**src/rtl/i2crts_pkg.sv**
```systemverilog
// Shared types and constants for the I2C register transfer sequencer.
package i2crts_pkg;

  localparam int BUF_DEPTH = 16;
  localparam int BUF_IDX_W = $clog2(BUF_DEPTH);
  localparam int LEN_W     = 5;
  localparam int CNT_W     = 5;
  localparam int IDX_W     = 4;

  // depth of the command queue and the result queue (power of two)
  localparam int QDEPTH = 2;
  localparam int QPTR_W = $clog2(QDEPTH);
  localparam int QCNT_W = $clog2(QDEPTH + 1);

  localparam logic [1:0] FUNC_LOAD   = 2'd0;
  localparam logic [1:0] FUNC_BEGIN  = 2'd1;
  localparam logic [1:0] FUNC_STATUS = 2'd2;

  localparam logic RW_BIT_READ = 1'b1;

  typedef enum logic [1:0] {
    OP_LOAD,
    OP_BEGIN,
    OP_STATUS,
    OP_NOP
  } op_e;

  typedef enum logic [1:0] {
    PH_IDLE,
    PH_REG,
    PH_DATA
  } phase_e;

  typedef enum logic [1:0] {
    ACK_KEEP,
    ACK_EN,
    ACK_DIS
  } ack_e;

  typedef struct packed {
    logic start_sent;
    logic addr_sent;
    logic tx_empty;
    logic rx_full;
  } flags_t;

  typedef struct packed {
    op_e              op;
    logic [6:0]       dev_addr;
    logic [7:0]       register_addr;
    logic [LEN_W-1:0] len;
    logic             write_dir;
    logic [7:0]       data_byte;
    logic [IDX_W-1:0] buf_index;
    flags_t           flags;
  } cmd_t;

  typedef struct packed {
    logic             dr_write_valid;
    logic [7:0]       dr_value;
    logic             set_start;
    logic             set_stop;
    ack_e             ack_action;
    logic             read_valid;
    logic [CNT_W-1:0] read_index;
    logic [7:0]       read_byte;
    logic             done;
    logic             busy;
  } res_t;

endpackage

```
**src/rtl/i2crts_front.sv**
```systemverilog
// Front end: accepts items, decodes them into commands and queues them.
module i2crts_front (
  input  logic                         clk_i,
  input  logic                         rst_ni,
  input  logic                         push,
  output logic                         full,
  input  logic [1:0]                   func_i,
  input  logic [6:0]                   dev_addr_i,
  input  logic [7:0]                   register_addr_i,
  input  logic [i2crts_pkg::LEN_W-1:0] length_i,
  input  logic                         write_dir_i,
  input  logic [7:0]                   data_byte_i,
  input  logic [i2crts_pkg::IDX_W-1:0] buf_index_i,
  input  logic                         flag_start_sent_i,
  input  logic                         flag_addr_sent_i,
  input  logic                         flag_tx_empty_i,
  input  logic                         flag_rx_full_i,
  output logic                         cmd_valid_o,
  output i2crts_pkg::cmd_t             cmd_o,
  input  logic                         cmd_pop_i
);
  import i2crts_pkg::*;

  cmd_t              cmd_in;
  cmd_t              queue_q [QDEPTH];
  logic [QPTR_W-1:0] wr_ptr_q, wr_ptr_d;
  logic [QPTR_W-1:0] rd_ptr_q, rd_ptr_d;
  logic [QCNT_W-1:0] count_q, count_d;
  logic              do_push, do_pop;

  // classify the item and clamp the transfer length up front
  always_comb begin
    cmd_in               = '0;
    cmd_in.dev_addr      = dev_addr_i;
    cmd_in.register_addr = register_addr_i;
    cmd_in.write_dir     = write_dir_i;
    cmd_in.data_byte     = data_byte_i;
    cmd_in.buf_index     = buf_index_i;
    cmd_in.flags         = '{start_sent: flag_start_sent_i, addr_sent: flag_addr_sent_i,
                             tx_empty: flag_tx_empty_i, rx_full: flag_rx_full_i};
    if (length_i == '0) begin
      cmd_in.len = LEN_W'(1);
    end else if (int'(length_i) > BUF_DEPTH) begin
      cmd_in.len = LEN_W'(BUF_DEPTH);
    end else begin
      cmd_in.len = length_i;
    end
    unique case (func_i)
      FUNC_LOAD:   cmd_in.op = OP_LOAD;
      FUNC_BEGIN:  cmd_in.op = OP_BEGIN;
      FUNC_STATUS: cmd_in.op = OP_STATUS;
      default:     cmd_in.op = OP_NOP;
    endcase
  end

  assign full        = (count_q == QCNT_W'(QDEPTH));
  assign cmd_valid_o = (count_q != '0);
  assign cmd_o       = queue_q[rd_ptr_q];
  assign do_push     = push && !full;
  assign do_pop      = cmd_pop_i && cmd_valid_o;

  always_comb begin
    wr_ptr_d = do_push ? wr_ptr_q + 1'b1 : wr_ptr_q;
    rd_ptr_d = do_pop ? rd_ptr_q + 1'b1 : rd_ptr_q;
    count_d  = count_q;
    if (do_push && !do_pop) begin
      count_d = count_q + 1'b1;
    end else if (do_pop && !do_push) begin
      count_d = count_q - 1'b1;
    end
  end

  always_ff @(posedge clk_i or negedge rst_ni) begin
    if (!rst_ni) begin
      wr_ptr_q <= '0;
      rd_ptr_q <= '0;
      count_q  <= '0;
    end else begin
      wr_ptr_q <= wr_ptr_d;
      rd_ptr_q <= rd_ptr_d;
      count_q  <= count_d;
    end
  end

  always_ff @(posedge clk_i) begin
    if (do_push) begin
      queue_q[wr_ptr_q] <= cmd_in;
    end
  end

endmodule

```
**src/rtl/i2crts_back.sv**
```systemverilog
// Back end: transfer state, write buffer, flag handling and result queue.
module i2crts_back (
  input  logic                 clk_i,
  input  logic                 rst_ni,
  input  logic                 cmd_valid_i,
  input  i2crts_pkg::cmd_t     cmd_i,
  output logic                 cmd_pop_o,
  output logic                 empty,
  input  logic                 pop,
  output i2crts_pkg::res_t     res_o
);
  import i2crts_pkg::*;

  phase_e            phase_q, phase_d;
  logic [6:0]        addr_q, addr_d;
  logic [7:0]        reg_q, reg_d;
  logic [LEN_W-1:0]  len_q, len_d;
  logic              wr_q, wr_d;
  logic [CNT_W-1:0]  bc_q, bc_d;
  logic [7:0]        buf_q [BUF_DEPTH];
  logic              buf_we;
  logic [CNT_W:0]    tx_idx;
  res_t              res;

  res_t              rq_q [QDEPTH];
  logic [QPTR_W-1:0] rq_wr_q, rq_rd_q;
  logic [QCNT_W-1:0] rq_cnt_q;
  logic              rq_full, rq_pop;

  assign rq_full   = (rq_cnt_q == QCNT_W'(QDEPTH));
  assign cmd_pop_o = cmd_valid_i && !rq_full;
  assign empty     = (rq_cnt_q == '0);
  assign rq_pop    = pop && !empty;
  assign res_o     = rq_q[rq_rd_q];

  // flags are taken in order start, address, tx empty, rx full; later ones win
  always_comb begin
    phase_d = phase_q;
    addr_d  = addr_q;
    reg_d   = reg_q;
    len_d   = len_q;
    wr_d    = wr_q;
    bc_d    = bc_q;
    buf_we  = 1'b0;
    tx_idx  = '0;
    res     = '0;
    if (cmd_pop_o) begin
      unique case (cmd_i.op)
        OP_LOAD: begin
          if (phase_q == PH_IDLE && int'(cmd_i.buf_index) < BUF_DEPTH) begin
            buf_we = 1'b1;
          end
        end
        OP_BEGIN: begin
          if (phase_q == PH_IDLE) begin
            phase_d       = PH_REG;
            addr_d        = cmd_i.dev_addr;
            reg_d         = cmd_i.register_addr;
            len_d         = cmd_i.len;
            wr_d          = cmd_i.write_dir;
            bc_d          = '0;
            res.set_start = 1'b1;
          end
        end
        OP_STATUS: begin
          if (phase_q != PH_IDLE) begin
            if (cmd_i.flags.start_sent) begin
              res.dr_value       = {addr_q, (wr_q || phase_d == PH_REG) ? 1'b0 : RW_BIT_READ};
              res.dr_write_valid = 1'b1;
              bc_d               = '0;
            end
            if (cmd_i.flags.addr_sent) begin
              if (phase_d == PH_REG) begin
                res.dr_value       = reg_q;
                res.dr_write_valid = 1'b1;
              end else if (wr_q) begin
                res.dr_value       = buf_q[0];
                res.dr_write_valid = 1'b1;
              end
            end
            if (cmd_i.flags.tx_empty) begin
              if (phase_d == PH_REG) begin
                res.set_start  = 1'b1;
                phase_d        = PH_DATA;
                res.ack_action = ACK_EN;
              end else if (wr_q) begin
                if ({1'b0, bc_d} == {1'b0, len_q} - (CNT_W+1)'(1)) begin
                  res.ack_action = ACK_DIS;
                  res.set_stop   = 1'b1;
                  res.done       = 1'b1;
                  phase_d        = PH_IDLE;
                end else begin
                  tx_idx = {1'b0, bc_d} + (CNT_W+1)'(1);
                  // slots past the buffer read as zero
                  if (int'(tx_idx) < BUF_DEPTH) begin
                    res.dr_value = buf_q[tx_idx[BUF_IDX_W-1:0]];
                  end else begin
                    res.dr_value = '0;
                  end
                  res.dr_write_valid = 1'b1;
                  bc_d               = tx_idx[CNT_W-1:0];
                end
              end
            end
            if (cmd_i.flags.rx_full) begin
              // length one gives all ones here and never matches
              if ({1'b0, bc_d} == {1'b0, len_q} - (CNT_W+1)'(2)) begin
                res.ack_action = ACK_DIS;
                res.set_stop   = 1'b1;
                res.done       = 1'b1;
                phase_d        = PH_IDLE;
              end else begin
                res.ack_action = ACK_EN;
              end
              res.read_valid = 1'b1;
              res.read_index = bc_d;
              res.read_byte  = cmd_i.data_byte;
              bc_d           = bc_d + 1'b1;
            end
          end
        end
        default: ;
      endcase
    end
    res.busy = (phase_d != PH_IDLE);
  end

  always_ff @(posedge clk_i or negedge rst_ni) begin
    if (!rst_ni) begin
      phase_q <= PH_IDLE;
      addr_q  <= '0;
      reg_q   <= '0;
      len_q   <= '0;
      wr_q    <= 1'b0;
      bc_q    <= '0;
    end else begin
      phase_q <= phase_d;
      addr_q  <= addr_d;
      reg_q   <= reg_d;
      len_q   <= len_d;
      wr_q    <= wr_d;
      bc_q    <= bc_d;
    end
  end

  always_ff @(posedge clk_i) begin
    if (buf_we) begin
      buf_q[cmd_i.buf_index[BUF_IDX_W-1:0]] <= cmd_i.data_byte;
    end
  end

  // result queue
  always_ff @(posedge clk_i or negedge rst_ni) begin
    if (!rst_ni) begin
      rq_wr_q  <= '0;
      rq_rd_q  <= '0;
      rq_cnt_q <= '0;
    end else begin
      if (cmd_pop_o) begin
        rq_wr_q <= rq_wr_q + 1'b1;
      end
      if (rq_pop) begin
        rq_rd_q <= rq_rd_q + 1'b1;
      end
      if (cmd_pop_o && !rq_pop) begin
        rq_cnt_q <= rq_cnt_q + 1'b1;
      end else if (rq_pop && !cmd_pop_o) begin
        rq_cnt_q <= rq_cnt_q - 1'b1;
      end
    end
  end

  always_ff @(posedge clk_i) begin
    if (cmd_pop_o) begin
      rq_q[rq_wr_q] <= res;
    end
  end

endmodule

```
**src/rtl/i2c_register_transfer_sequencer.sv**
```systemverilog
// Top level of the I2C register transfer sequencer.
// Items wait in the command queue; the back end stores each result in the result queue.
// Throughput: one item per cycle; one command per cycle while the result queue has room.
// Two-entry command and result queues let each side stall without stopping the other.
// Reset (rst_ni low, asynchronous): phase idle, target fields and counter cleared,
// both queues empty; write buffer slots hold no value until loaded.
module i2c_register_transfer_sequencer (
  input  logic                         clk_i,
  input  logic                         rst_ni,
  input  logic                         push,
  output logic                         full,
  input  logic [1:0]                   func_i,
  input  logic [6:0]                   dev_addr_i,
  input  logic [7:0]                   register_addr_i,
  input  logic [i2crts_pkg::LEN_W-1:0] length_i,
  input  logic                         write_dir_i,
  input  logic [7:0]                   data_byte_i,
  input  logic [i2crts_pkg::IDX_W-1:0] buf_index_i,
  input  logic                         flag_start_sent_i,
  input  logic                         flag_addr_sent_i,
  input  logic                         flag_tx_empty_i,
  input  logic                         flag_rx_full_i,
  output logic                         empty,
  input  logic                         pop,
  output logic                         dr_write_valid_o,
  output logic [7:0]                   dr_value_o,
  output logic                         set_start_o,
  output logic                         set_stop_o,
  output logic [1:0]                   ack_action_o,
  output logic                         read_valid_o,
  output logic [i2crts_pkg::CNT_W-1:0] read_index_o,
  output logic [7:0]                   read_byte_o,
  output logic                         done_res_o,
  output logic                         busy_res_o
);
  import i2crts_pkg::*;

  logic cmd_valid;
  logic cmd_pop;
  cmd_t cmd;
  res_t res;

  i2crts_front u_front (
    .clk_i             (clk_i),
    .rst_ni            (rst_ni),
    .push              (push),
    .full              (full),
    .func_i            (func_i),
    .dev_addr_i        (dev_addr_i),
    .register_addr_i   (register_addr_i),
    .length_i          (length_i),
    .write_dir_i       (write_dir_i),
    .data_byte_i       (data_byte_i),
    .buf_index_i       (buf_index_i),
    .flag_start_sent_i (flag_start_sent_i),
    .flag_addr_sent_i  (flag_addr_sent_i),
    .flag_tx_empty_i   (flag_tx_empty_i),
    .flag_rx_full_i    (flag_rx_full_i),
    .cmd_valid_o       (cmd_valid),
    .cmd_o             (cmd),
    .cmd_pop_i         (cmd_pop)
  );

  i2crts_back u_back (
    .clk_i       (clk_i),
    .rst_ni      (rst_ni),
    .cmd_valid_i (cmd_valid),
    .cmd_i       (cmd),
    .cmd_pop_o   (cmd_pop),
    .empty       (empty),
    .pop         (pop),
    .res_o       (res)
  );

  assign dr_write_valid_o = res.dr_write_valid;
  assign dr_value_o       = res.dr_value;
  assign set_start_o      = res.set_start;
  assign set_stop_o       = res.set_stop;
  assign ack_action_o     = res.ack_action;
  assign read_valid_o     = res.read_valid;
  assign read_index_o     = res.read_index;
  assign read_byte_o      = res.read_byte;
  assign done_res_o       = res.done;
  assign busy_res_o       = res.busy;

endmodule

```
**config.mk**
```make
export PLATFORM = sky130hd
export DESIGN_NAME = i2c_register_transfer_sequencer
export DESIGN_NICKNAME = d
export VERILOG_FILES = /design/src/rtl/i2crts_pkg.sv /design/src/rtl/i2crts_front.sv /design/src/rtl/i2crts_back.sv /design/src/rtl/i2c_register_transfer_sequencer.sv
export SDC_FILE = /design/constraint.sdc
export NUM_CORES = 1
export LEC_CHECK = 0
export BUFFER_PORTS_ARGS = -buffer_cell sky130_fd_sc_hd__clkbuf_2
export CAP_MARGIN = 0
export CORE_ASPECT_RATIO = 1.1
export CORE_UTILIZATION = 61
export DETAILED_ROUTE_END_ITERATION = 8
export GPL_TIMING_DRIVEN = 0
export HOLD_SLACK_MARGIN = 0.06
export PLACE_DENSITY = 0.82
export SETUP_SLACK_MARGIN = 0.2
export SYNTH_ARGS = -nofsm -noshare
export SYNTH_HDL_FRONTEND = slang
export SYNTH_SLANG_ARGS = --single-unit
```
**constraint.sdc**
```tcl
create_clock -name clk_i -period 4.7 [get_ports clk_i]
set_clock_uncertainty 0.05 [all_clocks]
set_input_delay 0.235 -clock clk_i [delete_from_list [all_inputs] [get_ports clk_i]]
set_output_delay 0.235 -clock clk_i [all_outputs]
set_load 0.02 [all_outputs]
```
==> results.json, run 1 <==
{
  "status": "completed",
  "nNetsFinal": 1027,
  "grt_pass1_vias": 7629,
  "antenna_found_initial": 0,
  "startpoint_type": "flip-flop",
  "drtAntennaViolNets": 0,
  "synth_edf_count": 262,
  "ff2ff_setup_slack_ns": 0.52,
  "die_w_microns": 140.0,
  "hp-class": "primary input to flip-flop",
  "dp_slack_ns": 0.02907,
  "p_clk_share_pct": 23.0,
  "clk_latency_ns": 0.54,
  "gp_congestion": 0.8484,
  "layout_commonest_cell": "edfxtp_1",
  "syn_inst": 830,
  "rsz0062_at_grt": "no",
  "post-cts-setup-buffer-count": 0,
  "ys_types": 68,
  "hold_viol_final": 0,
  "path_max_fanout": 10,
  "core_area_sq_mm": 0.02058,
  "fin_crit_sh_pct": 88.91,
  "p_seq_share_pct": 42.8,
  "grtUsageTotal_pct": 26.14,
  "cts_sinks": 298,
  "port_buffers": 71,
  "muxShareOfSynthArea_pct": 13.41,
  "grt_max_degree": 40,
  "endpoint_kind": "flip-flop",
  "synth.cell_area_sq_mm": 0.01279,
  "worst_slew_margin_rel_pct": 15.45,
  "synth-xor-area-share_pct": 1.810,
  "yosys_most_used_dff": "edfxtp_1",
  "switching_power_mw": 3.154,
  "swShare_pct": 34.53,
  "drt_wl_total_microns": 27090,
  "cts_buffers": 27,
  "power_frac_comb_pct": 34.2,
  "grt_first_pass_wirelength_microns": 41700,
  "cp_cell_sequence": "buf_6, mux2i_4, nand2_4, inv_2, buf_6, buf_4, ha_1, xor2_2, clkbuf_4, mux4_2, mux4_2, o2111ai_1, nand2_1",
  "synth_simple_gate_area_share_pct": 7.339,
  "dieArea_sq_mm": 0.02155,
  "rows": 55,
  "yosysSeqAreaShare_pct": 68.57,
  "fin_setup_tns_ns": 0,
  "syn_area_per_cell_sq_um": 15.41,
  "htree_levels": 1,
  "final_util_pct": 71.75,
  "grt-ovfl-total": 0,
  "peakVddDrop_uv": 437.1,
  "start_util_pct": 62.15,
  "layout-drive-gt1-share_pct": 22.56,
  "path_class": "flip-flop to flip-flop",
  "leakagePower_nw": 5.510,
  "mostFrequentLayoutCells": "edfxtp_1 (262), clkbuf_2 (74), nand2_1 (72)",
  "ys_warn_count": 0,
  "cts_max_path_buffers": 3,
  "max_stage_delay_ns": 0.50,
  "cpMaxStageDelayCell": "mux4_2",
  "cts_tree": "done",
  "cellPowerDensity_mw_per_mm2": 618.6,
  "path_delay_family": "multiplexers",
  "syn-num-nets": 884,
  "intPower_mw": 5.979,
  "syn_to_final_growth_pct": 15.46,
  "worst_ep_required_time_ns": 4.93,
  "diodes": 0,
  "clk_pin_slew_ns": 0.06,
  "arrival_ns": 4.41,
  "die_h_microns": 153.9,
  "first_pass_iters": 5,
  "cp_num_buf_inv": 5,
  "finalSetupViolations": 0,
  "p_total_mw": 9.133,
  "setup_ws_ns": 0.5212,
  "wire_per_inst_microns": 21.69,
  "synthAdderAreaFrac_pct": 1.076,
  "period_minus_slack_ns": 4.179,
  "drc": 0,
  "ios": 74,
  "synth_seq_cells": 298,
  "synth_compound_area_share_pct": 5.773,
  "tightest_slew_ns": 1.268,
  "nFillCells": 1249,
  "num_vias": 7549,
  "drtIter0Drc": 702,
  "dpl.hpwl_microns": 17750,
  "cts_root_buf": "clkbuf_16",
  "async_flop_share_pct": 12.08,
  "clock.fmax_ghz": 0.2393,
  "maxCapViolCount": 0,
  "synth_top_family_by_area": "multiplexers",
  "final-max-slew-violation-count": 0,
  "via_per_inst": 6.044
}
through the flow:
| stage | instances | area [sq um] | hold WS (ns) |
|---|---|---|---|
| 2_1_floorplan | 830 | 12790 | -0.1106 |
| 3_3_place_gp | 1157 | 13460 | 0.3542 |
| 3_5_place_dp | 1159 | 13510 | 0.3652 |
| 4_1_cts | 1249 | 14760 | 0.1061 |
| 5_1_grt | 1249 | 14760 | 0.1304 |
| 6_report | 1249 | 14760 | 0.1235 |
cells in the mapped netlist, types with 7 or more instances:
| master | n | area share (%) |
|---|---|---|
| a21oi_1 | 16 | 0.63 |
| a31oi_1 | 10 | 0.49 |
| and3_1 | 16 | 0.78 |
| buf_2 | 8 | 0.31 |
| clkbuf_1 | 26 | 0.76 |
| dfrtp_1 | 36 | 7.0 |
| edfxtp_1 | 262 | 62 |
| ha_1 | 11 | 1.1 |
| inv_1 | 19 | 0.56 |
| mux2_2 | 43 | 3.8 |
| mux2i_1 | 54 | 4.2 |
| mux4_2 | 29 | 5.1 |
| nand2_1 | 72 | 2.1 |
| nand3_1 | 15 | 0.59 |
| nor2_1 | 53 | 1.6 |
| nor2b_1 | 7 | 0.34 |
| nor3_1 | 7 | 0.27 |
| o21ai_0 | 38 | 1.5 |
| o21ai_1 | 11 | 0.43 |
| xnor2_1 | 13 | 0.89 |
| xor2_1 | 9 | 0.62 |
registers in the layout, indices dropped and copies added, names as in the netlist:
signal            flops
u_back.buf_q        128
u_front.queue_q      78
u_back.rq_q          56
u_back.reg_q          8
u_back.addr_q         7
u_back.bc_q           5
u_back.len_q          5
u_back.phase_q        2
u_back.rq_cnt_q       2
u_front.count_q       2
u_back.rq_rd_q        1
u_back.rq_wr_q        1
u_back.wr_q           1
u_front.rd_ptr_q      1
u_front.wr_ptr_q      1
routing by layer:
metal,track usage [%],vias up,routed length (microns),part of all wire [%]
met2,43.17,349,13370,49
met3,3.955,56,1966,7.3
met5,0,-,0,0
met1,35.16,3704,10900,40
met4,10.73,0,856,3.2
li1,-,3440,-,-
power groups by stage:
stage,Combinational (mW),Sequential [mW],Clock [mW]
final,3.12,3.91,2.10
after CTS,3.11,3.90,2.11
after global routing,3.37,3.96,2.22
after detailed placement,3.05,3.95,0
after global placement,2.94,3.94,0
after floorplan,2.17,3.89,0
area by class of cell:
type                       count  area (sq um)  share of cell area, %
multi-input combinational    472          3777                  25.58
timing repair buffer         114         800.8                  5.424
clock inverter                18         142.6                 0.9661
clock buffer                  31         690.7                  4.678
sequential                   298          8768                  59.39
tap                          256         320.3                  2.169
inverter                      20         75.07                 0.5085
buffer                        40         188.9                  1.280
kinds of logic (layout without fill, tap and decap cells):
group                    after synthesis  count (layout)
AO/OA/AOI/OAI                        110             110
XOR/XNOR                              24              24
adder cells (fa/ha/maj)               11              11
buffers and inverters                 60             223
flip-flops                           298             298
multiplexers                         128             128
AND/OR/NAND/NOR                      199             199
final timing paths:
kind	start	endpoint	cells after the start
setup / recovery	u_front.rd_ptr_q	u_back.rq_q[1][21]	13
min in group asynchronous	rst_ni	u_back.phase_q[0]	2
hold reg to reg	u_back.addr_q[1]	u_back.addr_q[1]	2
hold / removal	pop	u_back.rq_rd_q	3
max in group asynchronous	rst_ni	u_back.reg_q[5]	2
setup reg to reg	u_front.rd_ptr_q	u_back.rq_q[1][21]	13
worst reg2reg max path, delay by kind of cell, from the launching register on:
family,cells,cell delay (ns)
AOI/OAI and AO/OA,1,0.14
xor gates and xnor gates,1,0.35
and+or+nand+nor,2,0.31
buffers and inverters,5,1.15
adders and majority gates,1,0.33
muxes,3,1.25
DFF,1,0.34
timing repair:
action | 4_1_cts | 5_1_grt
setup endpoints to repair | 12 | 14
resized for setup | 2 | 4
hold endpoints to repair | 115 | 0
hold buffers | 41 | 0
(Power assumes the default switching activity.)
==> run 2: changes to the inputs <==
--- a/config.mk
+++ b/config.mk
@@ -8,11 +8,11 @@
 export BUFFER_PORTS_ARGS = -buffer_cell sky130_fd_sc_hd__clkbuf_2
 export CAP_MARGIN = 0
 export CORE_ASPECT_RATIO = 1.1
-export CORE_UTILIZATION = 61
+export CORE_UTILIZATION = 55
 export DETAILED_ROUTE_END_ITERATION = 8
 export GPL_TIMING_DRIVEN = 0
 export HOLD_SLACK_MARGIN = 0.06
-export PLACE_DENSITY = 0.82
+export PLACE_DENSITY = 0.78
 export SETUP_SLACK_MARGIN = 0.2
 export SYNTH_ARGS = -nofsm -noshare
 export SYNTH_HDL_FRONTEND = slang
==> constraint.sdc (replaced) <==
create_clock -name clk_i -period 3.4 [get_ports clk_i]
set_clock_uncertainty 0.05 [all_clocks]
set_input_delay 0 -clock clk_i [delete_from_list [all_inputs] [get_ports clk_i]]
set_output_delay 0 -clock clk_i [all_outputs]
set_load 0.02 [all_outputs]
==> results.json, run 2 (synthesis results as in run 1) <==
{
  "fin_crit_sh_pct": 92.41,
  "drt_wl_total_microns": 28060,
  "largest_register_ffs": 128,
  "dieArea_sq_mm": 0.02386,
  "switching_power_mw": 4.568,
  "layout.cells.non_filler": 1332,
  "r2r-end": "u_back.rq_q[1][21]",
  "maxCapViolCount": 0,
  "cpMaxStageDelayCell": "mux4_2",
  "startpoint": "u_front.rd_ptr_q",
  "core_area_sq_mm": 0.02286,
  "wire_per_inst_microns": 21.07,
  "cp-endpoint": "u_back.rq_q[1][21]",
  "die_h_microns": 161.9,
  "die_w_microns": 147.4,
  "antenna_found_initial": 1,
  "intPower_mw": 8.786,
  "drc": 0,
  "grt_max_degree": 40,
  "cellPowerDensity_mw_per_mm2": 856.2,
  "path_max_fanout": 7,
  "dpl.hpwl_microns": 17440,
  "hp-class": "primary input to async pin",
  "placed_cells": 1203,
  "rsz0062_at_grt": "yes",
  "grt_first_pass_wirelength_microns": 42890,
  "leakagePower_nw": 5.805,
  "path_class": "flip-flop to flip-flop",
  "tightest_slew_ns": 1.253,
  "rows": 58,
  "num_vias": 7795,
  "ff2ff_setup_slack_ns": 0.26,
  "port_buffers": 71,
  "path_delay_family": "multiplexers",
  "finalSetupViolations": 0,
  "peakVddDrop_uv": 579.4,
  "power_frac_comb_pct": 35.3,
  "max_stage_delay_ns": 0.50,
  "layout-drive-gt1-share_pct": 29.36,
  "grt_pass1_vias": 7586,
  "final-max-slew-violation-count": 0,
  "cp_num_buf_inv": 5,
  "mostFrequentLayoutCells": "edfxtp_1 (262), clkbuf_2 (73), nand2_1 (71)",
  "hold_viol_final": 0,
  "period_minus_slack_ns": 3.142,
  "ios": 74,
  "crit_cells": 13,
  "startpoint_type": "flip-flop",
  "grt-ovfl-total": 0,
  "cts_root_buf": "clkbuf_16",
  "htree_levels": 1,
  "worst_ep_required_time_ns": 3.64,
  "clk_latency_ns": 0.55,
  "dpl_cell_area_sq_mm": 0.01360,
  "worst_slew_margin_rel_pct": 16.47,
  "drtIter0Drc": 670,
  "layout_commonest_cell": "edfxtp_1",
  "syn_to_final_growth_pct": 21.98,
  "grtUsageTotal_pct": 23.98,
  "arrival_ns": 3.39,
  "endpoint_kind": "flip-flop",
  "drtAntennaViolNets": 0,
  "start_util_pct": 55.94,
  "p_clk_share_pct": 24.2,
  "diodes": 0,
  "p_seq_share_pct": 40.5,
  "swShare_pct": 34.21,
  "finalInstanceArea_sq_mm": 0.01560,
  "cts_tree": "done",
  "via_per_inst": 5.852,
  "cts_sinks": 298,
  "status": "completed",
  "first_pass_iters": 7,
  "cp_cell_sequence": "buf_6, mux2i_4, nand2_4, inv_6, buf_12, buf_12, ha_4, xor2_4, buf_8, mux4_2, mux4_2, o2111ai_2, nand2_1",
  "clk_pin_slew_ns": 0.07,
  "cts_max_path_buffers": 3,
  "nNetsFinal": 1063,
  "r2r-start": "u_front.rd_ptr_q",
  "gp_congestion": 0.8917,
  "ff2ff_path_depth": 13,
  "cts_buffers": 29,
  "clock.fmax_ghz": 0.3183
}
[run 2: power groups by stage]
| stage | logic, mW | clock network (mW) | registers (mW) |
|---|---|---|---|
| after CTS | 4.49 | 3.25 | 5.40 |
| after global placement | 4.07 | 0 | 5.45 |
| after detailed placement | 4.20 | 0 | 5.47 |
| after floorplan | 3.02 | 0 | 5.37 |
| after global routing | 5.08 | 3.40 | 5.47 |
| final | 4.71 | 3.23 | 5.41 |
[run 2: worst register-to-register path: stages, from the launching register on]
cell	delay [ns]
dfrtp_1	0.34
buf_6	0.15
mux2i_4	0.29
nand2_4	0.12
inv_6	0.08
buf_12	0.10
buf_12	0.10
ha_4	0.16
xor2_4	0.30
buf_8	0.17
mux4_2	0.35
mux4_2	0.50
o2111ai_2	0.08
nand2_1	0.09
[run 2: cell type report]
type / count / area [sq um]
sequential: 298 / 8768
fill: 1460 / 7262
multi-input combinational: 472 / 4039
timing repair buffer: 149 / 1091
clock buffer: 36 / 792.0
tap: 300 / 375.4
buffer: 39 / 267.8
clock inverter: 18 / 183.9
inverter: 20 / 80.08
[run 2: how the worst min path moves through the flow]
| stage | from | endpoint | depth (start not counted) |
|---|---|---|---|
| 2_1_floorplan | rst_ni | u_back.addr_q[0] | 0 |
| 3_3_place_gp | rst_ni | u_back.bc_q[2] | 1 |
| 3_5_place_dp | rst_ni | u_back.bc_q[2] | 1 |
| 4_1_cts | rst_ni | u_back.bc_q[3] | 2 |
| 5_1_grt | data_byte_i[3] | u_front.queue_q[1][11] | 2 |
| 6_report | rst_ni | u_back.rq_wr_q | 2 |
[run 2: layer usage]
| layer | wire length (microns) | global-route usage (%) |
|---|---|---|
| met5 | 13 | 0 |
| met1 | 11080 | 31.84 |
| met3 | 1991 | 3.034 |
| met2 | 14100 | 40.91 |
| met4 | 876 | 8.575 |
[run 2: what timing repair did]
action	in CTS	in global routing
setup endpoints to repair	208	112
buffers inserted	18	14
hold buffers	44	0
pin swaps	6	12
resized for setup	57	28
hold endpoints to repair	122	0
[run 2: metrics by stage]
| step | TNS, ns | total power [mW] | utilization, % | setup slack (ns) | hold slack, ns |
|---|---|---|---|---|---|
| 6_report | 0 | 13.35 | 68.23 | 0.2582 | 0.07114 |
| 5_1_grt | 0 | 13.95 | 68.23 | 0.1104 | 0.1063 |
| 3_5_place_dp | -59.24 | 9.669 | 59.49 | -0.8253 | 0.1227 |
| 3_3_place_gp | -51.04 | 9.519 | 59.29 | -0.8020 | 0.1156 |
| 2_1_floorplan | 0 | 8.391 | - | 0.2221 | -0.3456 |
| 4_1_cts | 0 | 13.14 | 67.23 | 0.1788 | 0.08647 |
